### src/sv/stl_pkg.sv
// shared types and constants of the s-expression token lexer
// token kinds, character codes and the token and queue entry records
// no dependencies
package stl_pkg;

  // token kinds as seen on the result port
  typedef enum logic [3:0] {
    K_LPAREN  = 4'd0,
    K_VECOPEN = 4'd1,
    K_RPAREN  = 4'd2,
    K_QUOTE   = 4'd3,
    K_QUASI   = 4'd4,
    K_UNQUOTE = 4'd5,
    K_SPLICE  = 4'd6,
    K_TRUE    = 4'd7,
    K_FALSE   = 4'd8,
    K_NUMBER  = 4'd9,
    K_SYMCHAR = 4'd10,
    K_SYMEND  = 4'd11,
    K_STRCHAR = 4'd12,
    K_STREND  = 4'd13,
    K_EOF     = 4'd14,
    K_ERROR   = 4'd15
  } kind_e;

  // character codes
  localparam logic [7:0] CH_TAB    = 8'h09;
  localparam logic [7:0] CH_LF     = 8'h0A;
  localparam logic [7:0] CH_CR     = 8'h0D;
  localparam logic [7:0] CH_SPACE  = 8'h20;
  localparam logic [7:0] CH_DQUOTE = 8'h22;
  localparam logic [7:0] CH_HASH   = 8'h23;
  localparam logic [7:0] CH_SQUOTE = 8'h27;
  localparam logic [7:0] CH_LPAREN = 8'h28;
  localparam logic [7:0] CH_RPAREN = 8'h29;
  localparam logic [7:0] CH_PLUS   = 8'h2B;
  localparam logic [7:0] CH_COMMA  = 8'h2C;
  localparam logic [7:0] CH_MINUS  = 8'h2D;
  localparam logic [7:0] CH_ZERO   = 8'h30;
  localparam logic [7:0] CH_NINE   = 8'h39;
  localparam logic [7:0] CH_SEMI   = 8'h3B;
  localparam logic [7:0] CH_AT     = 8'h40;
  localparam logic [7:0] CH_BSLASH = 8'h5C;
  localparam logic [7:0] CH_BTICK  = 8'h60;
  localparam logic [7:0] CH_F      = 8'h66;
  localparam logic [7:0] CH_N      = 8'h6E;
  localparam logic [7:0] CH_T      = 8'h74;

  // largest number magnitude
  localparam logic [30:0] MAG_MAX = 31'h7FFF_FFFF;

  // default depth of the token queue between front and back
  localparam int QUEUE_DEPTH = 4;

  // one token
  typedef struct packed {
    kind_e              kind;
    logic signed [31:0] num;
    logic [7:0]         txt;
    logic               ovf;
  } tok_t;

  // tokens caused by one input transaction: one or two
  typedef struct packed {
    logic two;
    tok_t tok0;
    tok_t tok1;
  } pair_t;

  // queue write from the front
  typedef struct packed {
    logic  valid;
    pair_t data;
  } wr_t;

  // oldest queue entry towards the back
  typedef struct packed {
    logic  valid;
    pair_t data;
  } head_t;

  // token with no payload
  function automatic tok_t mk_tok(kind_e kind, logic [7:0] txt);
    tok_t t;
    t.kind = kind;
    t.num  = '0;
    t.txt  = txt;
    t.ovf  = 1'b0;
    return t;
  endfunction

endpackage

### src/sv/stl_front.sv
// lexer front end: mode state, number accumulation and token classification
// emits one queue entry per accepted transaction that causes tokens
// depends on stl_pkg
module stl_front (
  input  logic          clk_i,
  input  logic          rst_ni,
  input  logic          step_i,
  input  logic [7:0]    ch_i,
  input  logic          end_of_input_i,
  output stl_pkg::wr_t  wr_o
);
  import stl_pkg::*;

  typedef enum logic [2:0] {
    M_IDLE, M_COMMENT, M_COMMA, M_HASH, M_STRING, M_ESCAPE, M_SYMBOL, M_NUMBER
  } mode_e;

  typedef struct packed {
    mode_e       mode;
    logic        tok_v;
    tok_t        tok;
    logic        num_start;
    logic [30:0] mag;
    logic        neg;
  } idle_t;

  mode_e       mode_q, mode_d;
  logic [30:0] mag_q, mag_d;
  logic        neg_q, neg_d;
  logic        sat_q, sat_d;

  logic        pre_v, post_v, run_idle;
  tok_t        pre, post, num_tok;
  idle_t       id;
  logic [31:0] mag_ext;
  logic [34:0] acc;
  logic [7:0]  esc_ch;

  function automatic logic is_digit(logic [7:0] c);
    return (c >= CH_ZERO) && (c <= CH_NINE);
  endfunction

  function automatic logic is_space(logic [7:0] c);
    return (c == CH_SPACE) || ((c >= CH_TAB) && (c <= CH_CR));
  endfunction

  function automatic logic is_delim(logic [7:0] c);
    return (c == CH_LPAREN) || (c == CH_RPAREN) || (c == CH_SEMI) ||
           (c == CH_SPACE) || (c == CH_TAB) || (c == CH_CR) || (c == CH_LF) ||
           (c == CH_SQUOTE) || (c == CH_DQUOTE) || (c == CH_COMMA);
  endfunction

  // classification of a character seen from idle
  function automatic idle_t lex_idle(logic [7:0] c);
    idle_t r;
    r.mode      = M_IDLE;
    r.tok_v     = 1'b0;
    r.tok       = mk_tok(K_EOF, 8'd0);
    r.num_start = 1'b0;
    r.mag       = '0;
    r.neg       = 1'b0;
    if (is_space(c)) begin
      r.mode = M_IDLE;
    end else begin
      case (c)
        CH_SEMI:   r.mode = M_COMMENT;
        CH_SQUOTE: begin r.tok_v = 1'b1; r.tok = mk_tok(K_QUOTE, 8'd0); end
        CH_BTICK:  begin r.tok_v = 1'b1; r.tok = mk_tok(K_QUASI, 8'd0); end
        CH_DQUOTE: r.mode = M_STRING;
        CH_LPAREN: begin r.tok_v = 1'b1; r.tok = mk_tok(K_LPAREN, 8'd0); end
        CH_RPAREN: begin r.tok_v = 1'b1; r.tok = mk_tok(K_RPAREN, 8'd0); end
        CH_COMMA:  r.mode = M_COMMA;
        CH_HASH:   r.mode = M_HASH;
        default: begin
          if (is_digit(c) || (c == CH_PLUS) || (c == CH_MINUS)) begin
            r.mode      = M_NUMBER;
            r.num_start = 1'b1;
            r.mag       = is_digit(c) ? {27'd0, c[3:0]} : '0;
            r.neg       = (c == CH_MINUS);
          end else begin
            r.mode  = M_SYMBOL;
            r.tok_v = 1'b1;
            r.tok   = mk_tok(K_SYMCHAR, c);
          end
        end
      endcase
    end
    return r;
  endfunction

  // number token from the accumulated magnitude and sign
  always_comb begin
    mag_ext      = {1'b0, mag_q};
    num_tok      = mk_tok(K_NUMBER, 8'd0);
    num_tok.num  = neg_q ? $signed(32'd0 - mag_ext) : $signed(mag_ext);
    num_tok.ovf  = sat_q;
    acc          = ({4'd0, mag_q} << 3) + ({4'd0, mag_q} << 1) + {31'd0, ch_i[3:0]};
    id           = lex_idle(ch_i);
    case (ch_i)
      CH_N:    esc_ch = CH_LF;
      CH_T:    esc_ch = CH_TAB;
      default: esc_ch = ch_i;
    endcase
  end

  // mode update and token selection
  always_comb begin
    mode_d   = mode_q;
    mag_d    = mag_q;
    neg_d    = neg_q;
    sat_d    = sat_q;
    pre_v    = 1'b0;
    pre      = mk_tok(K_EOF, 8'd0);
    post_v   = 1'b0;
    post     = mk_tok(K_EOF, 8'd0);
    run_idle = 1'b0;
    if (end_of_input_i) begin
      unique case (mode_q)
        M_COMMA: begin pre_v = 1'b1; pre = mk_tok(K_UNQUOTE, 8'd0); end
        M_HASH:  begin pre_v = 1'b1; pre = mk_tok(K_ERROR, 8'd0); end
        M_STRING, M_ESCAPE: begin pre_v = 1'b1; pre = mk_tok(K_STREND, 8'd0); end
        M_SYMBOL: begin pre_v = 1'b1; pre = mk_tok(K_SYMEND, 8'd0); end
        M_NUMBER: begin
          pre_v = 1'b1;
          pre   = num_tok;
          mag_d = '0;
          neg_d = 1'b0;
          sat_d = 1'b0;
        end
        M_IDLE, M_COMMENT: pre_v = 1'b0;
        default: pre_v = 1'b0;
      endcase
      mode_d = M_IDLE;
      post_v = 1'b1;
      post   = mk_tok(K_EOF, 8'd0);
    end else begin
      unique case (mode_q)
        M_COMMENT: begin
          if (ch_i == CH_LF) mode_d = M_IDLE;
        end
        M_COMMA: begin
          mode_d = M_IDLE;
          pre_v  = 1'b1;
          if (ch_i == CH_AT) begin
            pre = mk_tok(K_SPLICE, 8'd0);
          end else begin
            pre      = mk_tok(K_UNQUOTE, 8'd0);
            run_idle = 1'b1;
          end
        end
        M_HASH: begin
          mode_d = M_IDLE;
          pre_v  = 1'b1;
          case (ch_i)
            CH_LPAREN: pre = mk_tok(K_VECOPEN, 8'd0);
            CH_T:      pre = mk_tok(K_TRUE, 8'd0);
            CH_F:      pre = mk_tok(K_FALSE, 8'd0);
            default:   pre = mk_tok(K_ERROR, 8'd0);
          endcase
        end
        M_STRING: begin
          if (ch_i == CH_DQUOTE) begin
            mode_d = M_IDLE;
            pre_v  = 1'b1;
            pre    = mk_tok(K_STREND, 8'd0);
          end else if (ch_i == CH_BSLASH) begin
            mode_d = M_ESCAPE;
          end else begin
            pre_v = 1'b1;
            pre   = mk_tok(K_STRCHAR, ch_i);
          end
        end
        M_ESCAPE: begin
          mode_d = M_STRING;
          pre_v  = 1'b1;
          pre    = mk_tok(K_STRCHAR, esc_ch);
        end
        M_SYMBOL: begin
          pre_v = 1'b1;
          if (is_delim(ch_i)) begin
            pre      = mk_tok(K_SYMEND, 8'd0);
            run_idle = 1'b1;
          end else begin
            pre = mk_tok(K_SYMCHAR, ch_i);
          end
        end
        M_NUMBER: begin
          if (is_digit(ch_i)) begin
            if (acc > {4'd0, MAG_MAX}) begin
              mag_d = MAG_MAX;
              sat_d = 1'b1;
            end else begin
              mag_d = acc[30:0];
            end
          end else begin
            pre_v    = 1'b1;
            pre      = num_tok;
            mag_d    = '0;
            neg_d    = 1'b0;
            sat_d    = 1'b0;
            run_idle = 1'b1;
          end
        end
        M_IDLE:  run_idle = 1'b1;
        default: run_idle = 1'b1;
      endcase
      // delimiter or fresh character lexed from idle
      if (run_idle) begin
        mode_d = id.mode;
        post_v = id.tok_v;
        post   = id.tok;
        if (id.num_start) begin
          mag_d = id.mag;
          neg_d = id.neg;
          sat_d = 1'b0;
        end
      end
    end
  end

  // queue entry: first token in slot 0, second in slot 1
  always_comb begin
    wr_o.valid     = step_i && (pre_v || post_v);
    wr_o.data.two  = pre_v && post_v;
    wr_o.data.tok0 = pre_v ? pre : post;
    wr_o.data.tok1 = post;
  end

  // lexer state
  always_ff @(posedge clk_i or negedge rst_ni) begin
    if (!rst_ni) begin
      mode_q <= M_IDLE;
      mag_q  <= '0;
      neg_q  <= 1'b0;
      sat_q  <= 1'b0;
    end else if (step_i) begin
      mode_q <= mode_d;
      mag_q  <= mag_d;
      neg_q  <= neg_d;
      sat_q  <= sat_d;
    end
  end

endmodule

### src/sv/stl_queue.sv
// token queue between lexer front end and result back end
// holds token pairs in registers, one write and one head read per cycle
// depends on stl_pkg
module stl_queue #(
  parameter int Depth = stl_pkg::QUEUE_DEPTH
) (
  input  logic           clk_i,
  input  logic           rst_ni,
  input  stl_pkg::wr_t   wr_i,
  input  logic           release_i,
  output stl_pkg::head_t head_o,
  output logic           full_o
);
  import stl_pkg::*;

  localparam int PtrW = (Depth > 1) ? $clog2(Depth) : 1;
  localparam int CntW = $clog2(Depth + 1);

  pair_t            mem_q [Depth];
  logic [PtrW-1:0]  wr_ptr_q, wr_ptr_d, rd_ptr_q, rd_ptr_d;
  logic [CntW-1:0]  cnt_q, cnt_d;
  logic             do_wr, do_rd;

  assign do_wr  = wr_i.valid;
  assign do_rd  = release_i && (cnt_q != '0);
  assign full_o = (cnt_q == CntW'(Depth));

  assign head_o.valid = (cnt_q != '0);
  assign head_o.data  = mem_q[rd_ptr_q];

  // pointer and count update
  always_comb begin
    wr_ptr_d = wr_ptr_q;
    rd_ptr_d = rd_ptr_q;
    cnt_d    = cnt_q;
    if (do_wr) begin
      wr_ptr_d = (wr_ptr_q == PtrW'(Depth - 1)) ? '0 : wr_ptr_q + 1'b1;
    end
    if (do_rd) begin
      rd_ptr_d = (rd_ptr_q == PtrW'(Depth - 1)) ? '0 : rd_ptr_q + 1'b1;
    end
    case ({do_wr, do_rd})
      2'b10:   cnt_d = cnt_q + 1'b1;
      2'b01:   cnt_d = cnt_q - 1'b1;
      default: cnt_d = cnt_q;
    endcase
  end

  always_ff @(posedge clk_i or negedge rst_ni) begin
    if (!rst_ni) begin
      wr_ptr_q <= '0;
      rd_ptr_q <= '0;
      cnt_q    <= '0;
    end else begin
      wr_ptr_q <= wr_ptr_d;
      rd_ptr_q <= rd_ptr_d;
      cnt_q    <= cnt_d;
    end
  end

  // entry storage
  always_ff @(posedge clk_i) begin
    if (do_wr) begin
      mem_q[wr_ptr_q] <= wr_i.data;
    end
  end

endmodule

### src/sv/stl_back.sv
// result back end: walks the tokens of the oldest queue entry
// presents one token per result transaction and marks the last of each pair
// depends on stl_pkg
module stl_back (
  input  logic                      clk_i,
  input  logic                      rst_ni,
  input  stl_pkg::head_t            head_i,
  output logic                      release_o,
  output logic                      empty_o,
  input  logic                      pop_i,
  output stl_pkg::kind_e            kind_o,
  output logic signed [31:0]        number_value_o,
  output logic [7:0]                text_char_o,
  output logic                      overflow_o,
  output logic                      last_o
);
  import stl_pkg::*;

  logic sel_q, sel_d;
  logic take;
  tok_t cur;

  assign empty_o = !head_i.valid;
  assign take    = pop_i && head_i.valid;
  assign cur     = sel_q ? head_i.data.tok1 : head_i.data.tok0;

  assign kind_o         = cur.kind;
  assign number_value_o = cur.num;
  assign text_char_o    = cur.txt;
  assign overflow_o     = cur.ovf;
  assign last_o         = sel_q || !head_i.data.two;

  // entry is done once its last token is taken
  assign release_o = take && last_o;

  always_comb begin
    sel_d = sel_q;
    if (take) begin
      sel_d = !last_o;
    end
  end

  always_ff @(posedge clk_i or negedge rst_ni) begin
    if (!rst_ni) begin
      sel_q <= 1'b0;
    end else begin
      sel_q <= sel_d;
    end
  end

endmodule

### src/sv/sexpr_token_lexer_top.sv
// top level of the s-expression token lexer
// front end, token queue and result back end; depends on stl_pkg
//
//   channel   direction  handshake             transaction on
//   input     in         push / full           push && !full
//   result    out        empty / pop           pop && !empty
//
// an input is lexed in the cycle it is accepted, one character per cycle while not full
// each transaction causes zero, one or two results; its entry enters the queue at once
// one result per cycle while popped and not empty; two-result characters take two pops
// full rises when all QueueDepth entries of the token queue are occupied
// reset returns the lexer to idle and empties the queue, with no clearing pass
module sexpr_token_lexer_top #(
  parameter int QueueDepth = stl_pkg::QUEUE_DEPTH
) (
  input  logic               clk_i,
  input  logic               rst_ni,
  input  logic               push,
  output logic               full,
  input  logic [7:0]         ch_i,
  input  logic               end_of_input_i,
  output logic               empty,
  input  logic               pop,
  output logic [3:0]         kind_o,
  output logic signed [31:0] number_value_o,
  output logic [7:0]         text_char_o,
  output logic               overflow_o,
  output logic               last_o
);
  import stl_pkg::*;

  wr_t   wr;
  head_t head;
  logic  step;
  logic  rel;
  kind_e kind;

  assign step   = push && !full;
  assign kind_o = kind;

  stl_front u_front (
    .clk_i          (clk_i),
    .rst_ni         (rst_ni),
    .step_i         (step),
    .ch_i           (ch_i),
    .end_of_input_i (end_of_input_i),
    .wr_o           (wr)
  );

  stl_queue #(
    .Depth (QueueDepth)
  ) u_queue (
    .clk_i     (clk_i),
    .rst_ni    (rst_ni),
    .wr_i      (wr),
    .release_i (rel),
    .head_o    (head),
    .full_o    (full)
  );

  stl_back u_back (
    .clk_i          (clk_i),
    .rst_ni         (rst_ni),
    .head_i         (head),
    .release_o      (rel),
    .empty_o        (empty),
    .pop_i          (pop),
    .kind_o         (kind),
    .number_value_o (number_value_o),
    .text_char_o    (text_char_o),
    .overflow_o     (overflow_o),
    .last_o         (last_o)
  );

  // an end mark always leaves at least an eof token waiting
  a_eof_queued: assert property (@(posedge clk_i) disable iff (!rst_ni)
    push && !full && end_of_input_i |=> !empty)
    else $error("end of input accepted but no result queued");

  // eof is always the final token of its transaction
  a_eof_last: assert property (@(posedge clk_i) disable iff (!rst_ni)
    !empty && (kind == K_EOF) |-> last_o)
    else $error("eof token not marked last");

  // only number tokens carry a value or an overflow flag
  a_num_only: assert property (@(posedge clk_i) disable iff (!rst_ni)
    !empty && (kind != K_NUMBER) |-> (number_value_o == 32'sd0) && !overflow_o)
    else $error("non-number token carries number payload");

endmodule

### config.mk
export PLATFORM = sky130hd
export DESIGN_NAME = sexpr_token_lexer_top
export DESIGN_NICKNAME = d
export VERILOG_FILES = /design/src/sv/stl_pkg.sv /design/src/sv/stl_front.sv /design/src/sv/stl_queue.sv /design/src/sv/stl_back.sv /design/src/sv/sexpr_token_lexer_top.sv
export SDC_FILE = /design/constraint.sdc
export NUM_CORES = 1
export LEC_CHECK = 0
export BUFFER_PORTS_ARGS = -buffer_cell sky130_fd_sc_hd__buf_2
export CAP_MARGIN = 30
export CORE_UTILIZATION = 35
export DETAILED_ROUTE_END_ITERATION = 8
export PLACE_DENSITY = 0.49
export SYNTH_ARGS = -nofsm -noshare
export SYNTH_HDL_FRONTEND = slang
export SYNTH_HIERARCHICAL = 1
export SYNTH_SLANG_ARGS = --single-unit
export TNS_END_PERCENT = 20
### constraint.sdc
create_clock -name clk_i -period 5.9 [get_ports clk_i]
set_input_delay 0.59 -clock clk_i [delete_from_list [all_inputs] [get_ports clk_i]]
set_output_delay 0.59 -clock clk_i [all_outputs]
set_load 0.02 [all_outputs]
# Word level (Yosys, flattened, before mapping)
# Memories as Yosys holds them, arrays and structs flattened.
# Cells that the tools add are included.
# word_totals
latchBits	0
ff_bits	44
rom_bits	0
mem_bits_rw	364
out_inout_bits	48
n_memories	1
# memory_table
memory	depth	word_bits	read_ports	rd_clocked_by_memory_dff	write_ports	line_no	rtl
u_queue.mem_q	4	91	1	0	1	stl_queue.sv:19	pair_t mem_q [Depth];
# op_classes
shifts	0
eq_ne	34
magnitude_cmp	5
reduce_logical	40
muxes	66
n_addsub	7
multipliers	0
div_mod_pow	0
bitwise_logic	0
# op_table
op	n
45-bit two-way mux	6
45-bit one-hot mux with 6 select lines	1
46-bit one-hot mux with 5 select lines	1
45-bit one-hot mux with 5 select lines	1
31-bit two-way mux	7
45-bit one-hot mux with 3 select lines	1
43-bit two-way mux	2
8-bit by 6-bit equality test with 1-bit output, second input constant	10
79-bit two-way mux	1
33-bit two-way mux	2
8-bit by 7-bit equality test with 1-bit output, second input constant	6
46-bit two-way mux	1
44-bit two-way mux	1
42-bit two-way mux	1
34-bit by 32-bit adder with 35-bit output	1
35-bit by 4-bit adder with 35-bit output	1
35-bit by 31-bit greater-than comparator with 1-bit output, second input constant	1
32-bit two-way mux	1
1-bit by 31-bit subtractor with 32-bit output, first input constant	1
8-bit by 4-bit equality test with 1-bit output, second input constant	3
1-bit two-way mux	24
3-bit two-way mux	6
8-bit one-hot mux with 2 select lines	1
3-bit equality test, second input constant	5
other kinds (35)	67

# Longest topological paths before layout
# Gate-level depths: netlist of the first run.
# logic_depth
ltp_word	19
depth_mapped	17

# Modules after synthesis
# Netlist of the first run, hierarchy kept.
# modules_own_cells
mod	instances	cells_each	area_per_inst_um2	seq_area_each_um2
stl_queue	1	515	13558.0	11105.7
stl_front	1	756	5854.4	900.9
stl_back	1	57	723.2	25.0
sexpr_token_lexer_top	1	1	13.8	0.0

# Worst setup path before layout of the first run
# No wires, ideal clock.
# synth_path
path_type	input to register
start	input ch_i[7]
end	memory u_queue/mem_q[0][0] (netlist name) (enable)
t_required_ns	5.441
arrival_time_ns	4.897
path_stages	10
setup_slack_ns	0.544
cell_sequence	buf_2 > or4b_1 > clkbuf_2 > or3_1 > nor3_2 > a211oi_1 > a21o_1 > buf_2 > a21boi_0 > and2_1
# synth_lines
item	line_no	rtl
start: declaration	sexpr_token_lexer_top.sv:20	input logic [7:0] ch_i,
end: declaration	stl_queue.sv:19	

# Worst setup path after layout of the first run
# layout_path
start	register u_front.mag_q[2]
end	register u_front.mag_q[18]
# layout_via
elab_chain_cells	9
# layout_lines
item	line_no	rtl
start: declaration	stl_front.sv:28	logic [30:0] mag_q, mag_d;
start signal: assignment	stl_front.sv:238	mag_q <= mag_d;
34-bit by 32-bit adder with 35-bit output *	stl_front.sv:97	acc = ({4'd0, mag_q} << 3) + ({4'd0, mag_q} << 1) + {31'd0, ch_i[3:0]};
35-bit by 4-bit adder with 35-bit output *	stl_front.sv:97	
35-bit by 31-bit greater-than comparator with 1-bit output	stl_front.sv:189	if (acc > {4'd0, MAG_MAX}) begin
31-bit two-way mux *	stl_front.sv:189	
31-bit two-way mux *	stl_front.sv:188	if (is_digit(ch_i)) begin
31-bit two-way mux *	stl_front.sv:137	unique case (mode_q)
31-bit two-way mux	stl_front.sv:212	if (id.num_start) begin
31-bit two-way mux *	stl_front.sv:208	if (run_idle) begin
31-bit two-way mux *	stl_front.sv:117	if (end_of_input_i) begin
# Every way passes the cells marked *; elsewhere a longest branch is shown, timed or not.
# A chain may end at the register's enable or synchronous reset.

==> impl_metrics.toml, run 1 <==
[run_status]
outcome = "finished clean"

[layout]
antenna-diode-count = 0
mostFrequentLayoutCells = "edfxtp_1 (364), mux4_2 (91), nand2_1 (74), nor2_1 (73), ha_1 (68)"
most_common_library_cell_in_the_layout_ignoring_fill_and_taps = "edfxtp_1"
final_cell_count_no_fill = 2178
num-nets-final = 1472
syn_to_final_growth_pct = 11.79
post-route-util_pct = 39.79
drive_gt1_share_pct = 22.57

[detailed_routing]
first_iter_violations = 708
drt-wirelength-per-cell_microns = 20.45
drt_drc_violations_left = 0
detailroute.via_count = 11441
total_length_of_routed_wires_mm = 44.55
first_pass_iters = 5
final_antenna_net_count = 0
detail_route.vias_per_cell = 5.253

[logic_synthesis]
synth.largest_area_cell = "edfxtp_1"
synth.ff_latch_count = 408
synth_flop_cell = "edfxtp_1"
synth_area_sq_um = 20150
postSynth.asyncResetShare_pct = 10.78
synthesis.area_per_instance_sq_um = 15.16
synth_cell_type_count = 89
yosysSeqAreaShare_pct = 59.71
warnings_synthesis = 6
syn_inst = 1329
synth.top_cells.by_area = "edfxtp_1 (54%), mux4_2 (10%), dfrtp_1 (5.5%)"
synth_edf_count = 364
synthDominantCellAreaShare_pct = 54.25

[cts]
holdBufCountCts = 0
post_cts_buffers = 0
cts.sink_count = 408
cts.root.buffer_cell = "clkbuf_16"
max-clock-path-buffers = 3
cts_repair_resize_count = 0
cts_tree = "built"
h_tree_lvls = 2
worstSkewPairLatency_ns = 0.56
tritoncts.num_buffers = 43
path_clk_slew_ns = 0.06

[timing]
max_slew.worst_pin.slew_ns = 0.9020
setup_viol_count_final = 0
drv_slew = 0
min_period_ns = 4.311
rsz_0062_raised_after_global_routing = "no"
maxSlewHeadroom_pct = 39.31
clock.fmax_mhz = 232.0
layout_worst_path_cycle_share_pct = 73.06
setup_tns_ns = 0
finalClockSkew_ns = 0.01246
hold_violations = 0

[global_route]
globalRouteOverflowTotal = 0
pin_count_of_the_biggest_net_entering_global_routing = 94
grt_pass1_wl_mm = 70.11
grt_antenna_before_repair = 1
first_global_vias = 11799
groute.usage.overall_pct = 15.36

[power]
static-leakage-power_nw = 8.315
post-layout-total-power_mw = 9.906
vdd_drop_max_v = 0.0002326
powerDensity_nw_per_um2 = 439.8

[floorplan]
i_o_pin_count = 61
die_x_microns = 241.9
core_region_area_sq_um = 56600
rows = 87
chipHeight_microns = 241.9
initial_core_util_pct = 35.60
dieArea_sq_um = 58530

[worst_setup_path]
timing.critical_path.from_type = "register"
worstPathRequired_ns = 6.40
end_kind = "register"
crit_arrival_ns = 4.81
largest_fanout_of_any_net_on_the_critical_path = 26
crit_type = "register to register"
setup.reg_to_reg.worst_slack_ns = 1.59

[job]
cap_violations = 0

[hold_path]
hold_path.class = "primary input to asynchronous set/reset pin"

[placement]
post-dp-hpwl_mm = 28.94
gp_congestion = 0.8360
numPlacedInstances = 2099
port-buffer-count = 60
## power breakdown
group          switching (mW)  internal, mW
registers               0.216          3.78
logic                    1.80          1.48
clock network            1.10          1.53
## worst paths after layout
kind / start / to / cells past startpoint
setup / recovery: u_front/mag_q[2]$_DFFE_PN0P_ / u_front/mag_q[18]$_DFFE_PN0P_ / 11
setup reg to reg: u_front/mag_q[2]$_DFFE_PN0P_ / u_front/mag_q[18]$_DFFE_PN0P_ / 11
hold reg to reg: u_queue/cnt_q[0]$_DFFE_PN0P_ / u_queue/cnt_q[0]$_DFFE_PN0P_ / 1
min in group clk_i: pop / u_back/sel_q$_DFFE_PN0P_ / 3
max in group asynchronous: rst_ni / u_queue/rd_ptr_q[0]$_DFFE_PN0P_ / 2
hold / removal: rst_ni / u_back/sel_q$_DFFE_PN0P_ / 2
## layer usage
layer | routed length [microns] | up-vias | global-route usage [%]
met5 | 0 | - | 0
met1 | 21390 | 5859 | 22.12
met4 | 740 | 0 | 4.002
met3 | 1797 | 55 | 2.393
met2 | 20630 | 212 | 24.20
li1 | - | 5315 | -
## critical path: stages (launching register included)
cell	delay, ns
dfrtp_1	0.54
inv_1	0.10
fa_1	0.49
fa_1	0.47
nor2b_1	0.18
o2111ai_1	0.18
a211oi_1	0.44
nor2_1	0.18
o31ai_2	0.38
a21oi_1	0.23
a41oi_4	0.81
a221o_1	0.22
## cell families (layout without fill, tap and decap cells)
| kind of cell | after synthesis | in the layout | synth area share [%] |
|---|---|---|---|
| flops | 408 | 408 | 59.71 |
| simple gates | 288 | 288 | 7.507 |
| compound gates | 228 | 228 | 8.228 |
| mux | 143 | 143 | 13.59 |
| buf+inv | 132 | 193 | 3.900 |
| fa+ha+maj | 71 | 71 | 4.521 |
| xor+xnor | 58 | 58 | 2.521 |
| other cells | 1 | 33 | 0.01861 |
## area by class of cell
class                           count  area [sq um]
Clock buffer                       55          1121
Clock inverter                     24         237.7
Fill cell                        5293         34080
Inverter                           30         112.6
Multi-Input combinational cell    821          7466
Sequential cell                   408         12040
Tap cell                          756         945.9
Timing Repair Buffer               84         600.6
## cell usage after synthesis (5+ instances only)
cell / instances
dfrtp_1: 44
inv_1: 30
o21ai_0: 36
o41ai_1: 5
mux4_2: 91
xor2_1: 38
o21a_1: 8
buf_2: 18
a21o_1: 19
nand4_1: 13
nand3_1: 10
mux2_2: 19
clkbuf_1: 30
nor2_1: 73
buf_4: 35
nor2b_1: 9
nand2_1: 74
edfxtp_1: 364
and2_1: 21
a31oi_1: 9
a221o_1: 25
ha_1: 68
mux2_4: 29
nor3_1: 15
buf_6: 18
a211oi_1: 6
and3_1: 8
nor4_1: 8
xnor2_1: 20
nand2b_1: 13
o31ai_1: 14
a21oi_1: 46
or3_1: 10
## registers in the layout, indices dropped and copies added, names as in the netlist
signal	flops
u_queue/rd_ptr_q	2
u_front/sat_q	1
u_front/mag_q	31
u_queue/mem_q	364
u_queue/cnt_q	3
u_front/neg_q	1
u_queue/wr_ptr_q	2
u_back/sel_q	1
u_front/mode_q	3
## per-stage QoR
| stage | area (sq um) | hold slack, ns | setup slack, ns |
|---|---|---|---|
| after floorplan | 20270 | 0.2944 | 0.5435 |
| after global placement | 21150 | 0.4824 | 1.202 |
| after detailed placement | 21170 | 0.4786 | 1.070 |
| after CTS | 22520 | 0.1333 | 1.566 |
| after global routing | 22520 | 0.1623 | 1.252 |
| final | 22520 | 0.1330 | 1.590 |
(Power assumes the default switching activity.)
==> run 2: changes to the inputs <==
==> constraint.sdc (replaced) <==
create_clock -name clk_i -period 4.2 [get_ports clk_i]
set_input_delay 0.42 -clock clk_i [delete_from_list [all_inputs] [get_ports clk_i]]
set_output_delay 0.42 -clock clk_i [all_outputs]
set_load 0.02 [all_outputs]
==> run 2 against run 1 <==
Against the previous run: hold slack better by 0.13 ns; fmax up 14%; routed wire length grew 0.38%.
==> impl_metrics.toml, run 2 (same netlist as run 1, synthesis figures left out) <==
[timing]
min_period_ns = 3.795
drv_slew = 0
maxSlewHeadroom_pct = 31.84
setup_viol_count_final = 0
hold_violations = 0
finalClockSkew_ns = 0.01495
setup_tns_ns = 0
max_slew.worst_pin.slew_ns = 1.010
rsz_0062_raised_after_global_routing = "no"
layout_worst_path_cycle_share_pct = 90.35
clock.fmax_mhz = 263.5

[floorplan]
dieArea_sq_um = 58530
core_region_area_sq_um = 56600
i_o_pin_count = 61
die_x_microns = 241.9
initial_core_util_pct = 35.60
chipHeight_microns = 241.9
rows = 87

[detailed_routing]
final_antenna_net_count = 0
drt-wirelength-per-cell_microns = 20.33
detailroute.via_count = 11525
first_iter_violations = 688
first_pass_iters = 4
total_length_of_routed_wires_mm = 44.72
detail_route.vias_per_cell = 5.239
drt_drc_violations_left = 0

[layout]
max_reg_flops = 364
drive_gt1_share_pct = 23.84
fillers = 5252
multi_input_comb_area_sq_um = 7471
ff_latch_area_sq_um = 12040
regMostFlops = "u_queue/mem_q"
most_common_library_cell_in_the_layout_ignoring_fill_and_taps = "edfxtp_1"
syn_to_final_growth_pct = 13.46
post-route-util_pct = 40.39
final_cell_count_no_fill = 2200
num-nets-final = 1493
largest_registers = "u_queue/mem_q x364, u_front/mag_q x31"
mostFrequentLayoutCells = "edfxtp_1 (364), mux4_2 (91), nand2_1 (74), nor2_1 (73), ha_1 (68)"

[placement]
numPlacedInstances = 2117
post-dp-hpwl_mm = 28.97
gp_congestion = 0.8829
port-buffer-count = 60

[global_route]
globalRouteOverflowTotal = 0
grt_pass1_wl_mm = 70.17
pin_count_of_the_biggest_net_entering_global_routing = 94
grt_antenna_before_repair = 0
first_global_vias = 11788
groute.usage.overall_pct = 15.39

[power]
vdd_drop_max_v = 0.0004732
powerDensity_nw_per_um2 = 625.2
static-leakage-power_nw = 8.487

[cts]
cts.sink_count = 408
h_tree_lvls = 2
post_cts_buffers = 0
max-clock-path-buffers = 3
path_clk_slew_ns = 0.06
worstSkewPairLatency_ns = 0.57
tritoncts.num_buffers = 45
cts_tree = "built"
cts.root.buffer_cell = "clkbuf_16"

[worst_setup_path]
crit_chain = "inv_1 > fa_1 > fa_1 > nor2b_1 > o2111ai_1 > a211oi_2 > nor2_1 > o31ai_2 > a21oi_1 > a41oi_4 > buf_4 > a221o_1"
worstPathRequired_ns = 4.70
largest_fanout_of_any_net_on_the_critical_path = 15
crit_type = "register to register"
end_kind = "register"
slowest_cell_on_the_critical_path = "fa_1"
max_stage_delay_ns = 0.49
timing.critical_path.from_type = "register"
crit_path_frequent_cell = "fa_1"
crit_arrival_ns = 4.29

[run_status]
outcome = "finished clean"

[hold_path]
hold_path.class = "primary input to register"

[job]
cap_violations = 0
==> run 2: cell count changes in the layout (fill, tap and decap cells not counted), moves of 3 or more <==
| cell | change |
|---|---|
| buf_12 | +3 |
| buf_4 | +16 |
| clkbuf_1 | -3 |
| clkbuf_16 | +4 |
| clkinv_2 | -3 |
==> run 2: layout make-up <==
type                    count  share of cell area (%)
diodes                      1                 0.01095
well taps                 756                   4.137
clock inverters            23                   1.210
inverters                  30                  0.4926
clock buffers              58                   5.413
multi-input cells         821                   32.68
repair buffers            103                   3.393
flip-flops and latches    408                   52.67
==> run 2: per-stage QoR <==
stage               total power [mW]  setup slack (ns)  hold slack (ns)  cell area, sq um
detailed placement             10.49           0.06334           0.4769             21330
floorplan                      9.057         -0.007919           0.1244             20270
global route                   15.00            0.1462           0.2496             22860
global placement               10.44            0.1402           0.4741             21330
finish                         14.29            0.4052           0.2610             22860
CTS                            14.59            0.2200           0.2368             22850
==> run 2: timing repair <==
item / in CTS / in global routing
hold endpoints to repair: 44 / 0
resized for setup: 0 / 1
hold buffers: 1 / 0
endpoints found under the setup margin: 0 / 5
==> run 2: worst max-delay path, delay by kind of cell, from the launching register on <==
family / cells / cell delay [ns]
flops: 1 / 0.38
simple gates: 2 / 0.32
fa+ha+maj: 2 / 0.97
compound gates: 6 / 1.63
buf+inv: 2 / 0.43
==> run 2: worst paths after layout <==
check                                             startpoint                               to  slack (ns)  depth (start not counted)
worst min-delay path                                     pop         u_back/sel_q$_DFFE_PN0P_        0.26                          3
worst max register to register  u_front/mag_q[0]$_DFFE_PN0P_    u_front/mag_q[10]$_DFFE_PN0P_        0.41                         12
worst max-delay path            u_front/mag_q[0]$_DFFE_PN0P_    u_front/mag_q[10]$_DFFE_PN0P_        0.41                         12
min in group asynchronous                             rst_ni    u_front/mode_q[1]$_DFFE_PN0P_        0.50                          3
worst min register to register  u_queue/cnt_q[2]$_DFFE_PN0P_     u_queue/cnt_q[2]$_DFFE_PN0P_        0.49                          1
max in group asynchronous                             rst_ni  u_queue/rd_ptr_q[1]$_DFFE_PN0P_        3.21                          3
==> run 2: per-layer routing <==
| layer | up-vias | wire, microns | track usage, % |
|---|---|---|---|
| li1 | 5356 | - | - |
| met1 | 5878 | 21000 | 21.56 |
| met2 | 223 | 20800 | 24.43 |
| met3 | 68 | 1889 | 2.659 |
| met4 | 0 | 1037 | 4.691 |
| met5 | - | 0 | 0 |
==> run 2: power breakdown <==
part / switching, mW / internal [mW] / total (mW)
sequential: 0.290 / 5.30 / 5.59
clock: 1.59 / 2.45 / 4.04
combinational: 2.56 / 2.10 / 4.66
total: 4.43 / 9.86 / 14.3
==> run 3: changes to the inputs <==
--- a/config.mk
+++ b/config.mk
@@ -8,8 +8,9 @@
 export BUFFER_PORTS_ARGS = -buffer_cell sky130_fd_sc_hd__buf_2
 export CAP_MARGIN = 30
 export CORE_UTILIZATION = 35
+export CTS_BUF_LIST = sky130_fd_sc_hd__clkbuf_16
 export DETAILED_ROUTE_END_ITERATION = 8
-export PLACE_DENSITY = 0.49
+export REMOVE_ABC_BUFFERS = 1
 export SYNTH_ARGS = -nofsm -noshare
 export SYNTH_HDL_FRONTEND = slang
 export SYNTH_HIERARCHICAL = 1
==> run 3 against run 2 <==
Against the previous run: sequential power shrank 2%; worst setup slack gained 0.022 ns; global-route usage shrank 1.2 points; final area shrank 0.92%; non-clock buffer count shrank 7; die area is the same; clock skew grew 0.018 ns; critical path depth grew 1; final cell count shrank 0.55%; sequential share of layout area grew 0.49 points; via count shrank 1.8%; core utilization shrank 0.37 points; largest cell class unchanged; highest routed layer unchanged.
==> impl_metrics.toml, run 3 (same netlist as run 1, synthesis figures left out) <==
[hold_path]
hold_path.class = "primary input to register"

[timing]
min_period_ns = 3.773
hold_violations = 0
worst_slack_ns = 0.4269
maxSlewHeadroom_pct = 46.34
setup_viol_count_final = 0
setup_tns_ns = 0
drv_slew = 0
max_slew.worst_pin.slew_ns = 0.7949
rsz_0062_raised_after_global_routing = "no"
clock.fmax_mhz = 265.0
holdWs_ns = 0.2739
layout_worst_path_cycle_share_pct = 89.84
finalClockSkew_ns = 0.03288

[placement]
post-dp-hpwl_mm = 26.10
numPlacedInstances = 2110
post-place-ws_ns = 0.1939
port-buffer-count = 60
dpl-instance-area_sq_um = 21270
gp_congestion = 0.8802

[power]
post-layout-total-power_mw = 13.84
vdd_drop_max_v = 0.0005003
static-leakage-power_nw = 8.393
powerDensity_nw_per_um2 = 610.9

[global_route]
pin_count_of_the_biggest_net_entering_global_routing = 94
groute.usage.overall_pct = 14.21
globalRouteOverflowTotal = 0
first_global_vias = 11724
grt_pass1_wl_mm = 65.81
grt_antenna_before_repair = 0

[layout]
largest_registers = "u_queue/mem_q x364, u_front/mag_q x31"
mostFrequentLayoutCells = "edfxtp_1 (364), mux4_2 (91), nand2_1 (74), nor2_1 (73), ha_1 (68)"
most_common_library_cell_in_the_layout_ignoring_fill_and_taps = "edfxtp_1"
ff_latch_area_sq_um = 12040
fillers = 5204
max_reg_flops = 364
antenna-diode-count = 0
final_cell_area_sq_um = 22650
post-route-util_pct = 40.02
syn_to_final_growth_pct = 12.42
final_cell_count_no_fill = 2188
regMostFlops = "u_queue/mem_q"
num-nets-final = 1484
multi_input_comb_area_sq_um = 7471
drive_gt1_share_pct = 22.91

[worst_setup_path]
crit_path_frequent_cell = "ha_1"
end_kind = "register"
crit_chain = "ha_1 > ha_1 > inv_1 > fa_1 > nor2b_1 > o2111ai_1 > a211oi_2 > nor2_1 > o31ai_2 > a21oi_1 > a41oi_4 > buf_4 > a221o_1"
largest_fanout_of_any_net_on_the_critical_path = 15
timing.critical_path.from_type = "register"
crit_type = "register to register"
setup.reg_to_reg.worst_slack_ns = 0.43
worstPathRequired_ns = 4.68
slowest_cell_on_the_critical_path = "dfrtp_1"
crit_arrival_ns = 4.26
max_stage_delay_ns = 0.51

[cts]
tritoncts.num_buffers = 43
path_clk_slew_ns = 0.06
h_tree_lvls = 2
post_cts_buffers = 0
cts_tree = "built"
cts.sink_count = 408
max-clock-path-buffers = 3
cts.root.buffer_cell = "clkbuf_16"
worstSkewPairLatency_ns = 0.56

[run_status]
outcome = "finished clean"

[detailed_routing]
first_pass_iters = 4
first_iter_violations = 660
total_length_of_routed_wires_mm = 41.37
drt-wirelength-per-cell_microns = 18.91
final_antenna_net_count = 0
drt_drc_violations_left = 0
detailroute.via_count = 11316
detail_route.vias_per_cell = 5.172

[floorplan]
chipHeight_microns = 241.9
dieArea_sq_um = 58530
rows = 87
i_o_pin_count = 61
die_x_microns = 241.9
initial_core_util_pct = 35.60
core_region_area_sq_um = 56600

[job]
cap_violations = 0
run 3: cell count changes in the layout (fill, tap and decap cells not counted), sizes merged:
cell      change
clkbuf       -15
clkinv        +8
buf           -7
inv           +5
bufinv        -1
clkinvlp      -1
diode         -1
run 3: worst max-delay path: cells and delay by family, from the launching register on:
family | cells | cell delay, ns
AOI/OAI and AO/OA | 6 | 1.59
DFF | 1 | 0.51
and+or+nand+nor | 2 | 0.33
adders and majority gates | 3 | 0.94
buffers and inverters | 2 | 0.32
run 3: final cells by class:
type | instances | share of cell area [%]
sequential | 408 | 53.15
multi-input combinational | 821 | 32.98
clock buffer | 43 | 4.750
tap | 756 | 4.176
timing repair buffer | 96 | 3.137
clock inverter | 34 | 1.304
inverter | 30 | 0.4971
run 3: metal layers:
layer / vias up / wire (microns) / track usage [%]
li1: 5336 / - / -
met1: 5757 / 18540 / 18.37
met2: 173 / 20770 / 24.59
met3: 50 / 1312 / 2.360
met4: 0 / 746 / 3.928
met5: - / 0 / 0
run 3: worst paths after layout:
check                                                   from                         endpoint  depth (start not counted)
max in group asynchronous                             rst_ni         u_back/sel_q$_DFFE_PN0P_                          3
worst min register to register  u_queue/cnt_q[2]$_DFFE_PN0P_     u_queue/cnt_q[2]$_DFFE_PN0P_                          1
min in group asynchronous                             rst_ni  u_queue/rd_ptr_q[1]$_DFFE_PN0P_                          3
worst max register to register  u_front/mag_q[1]$_DFFE_PN0P_    u_front/mag_q[12]$_DFFE_PN0P_                         13
worst max-delay path            u_front/mag_q[1]$_DFFE_PN0P_    u_front/mag_q[12]$_DFFE_PN0P_                         13
worst min-delay path                                     pop         u_back/sel_q$_DFFE_PN0P_                          3
run 3: where the power goes:
group | internal (mW) | total, mW | switching [mW]
clock | 2.17 | 3.70 | 1.53
combinational | 2.09 | 4.64 | 2.54
sequential | 5.30 | 5.50 | 0.197
total | 9.57 | 13.8 | 4.27
run 3: what timing repair did:
action                     in CTS  in global routing
resized for setup               0                  1
setup endpoints to repair       0                  3
hold buffers                    1                  0
hold endpoints to repair       23                  0
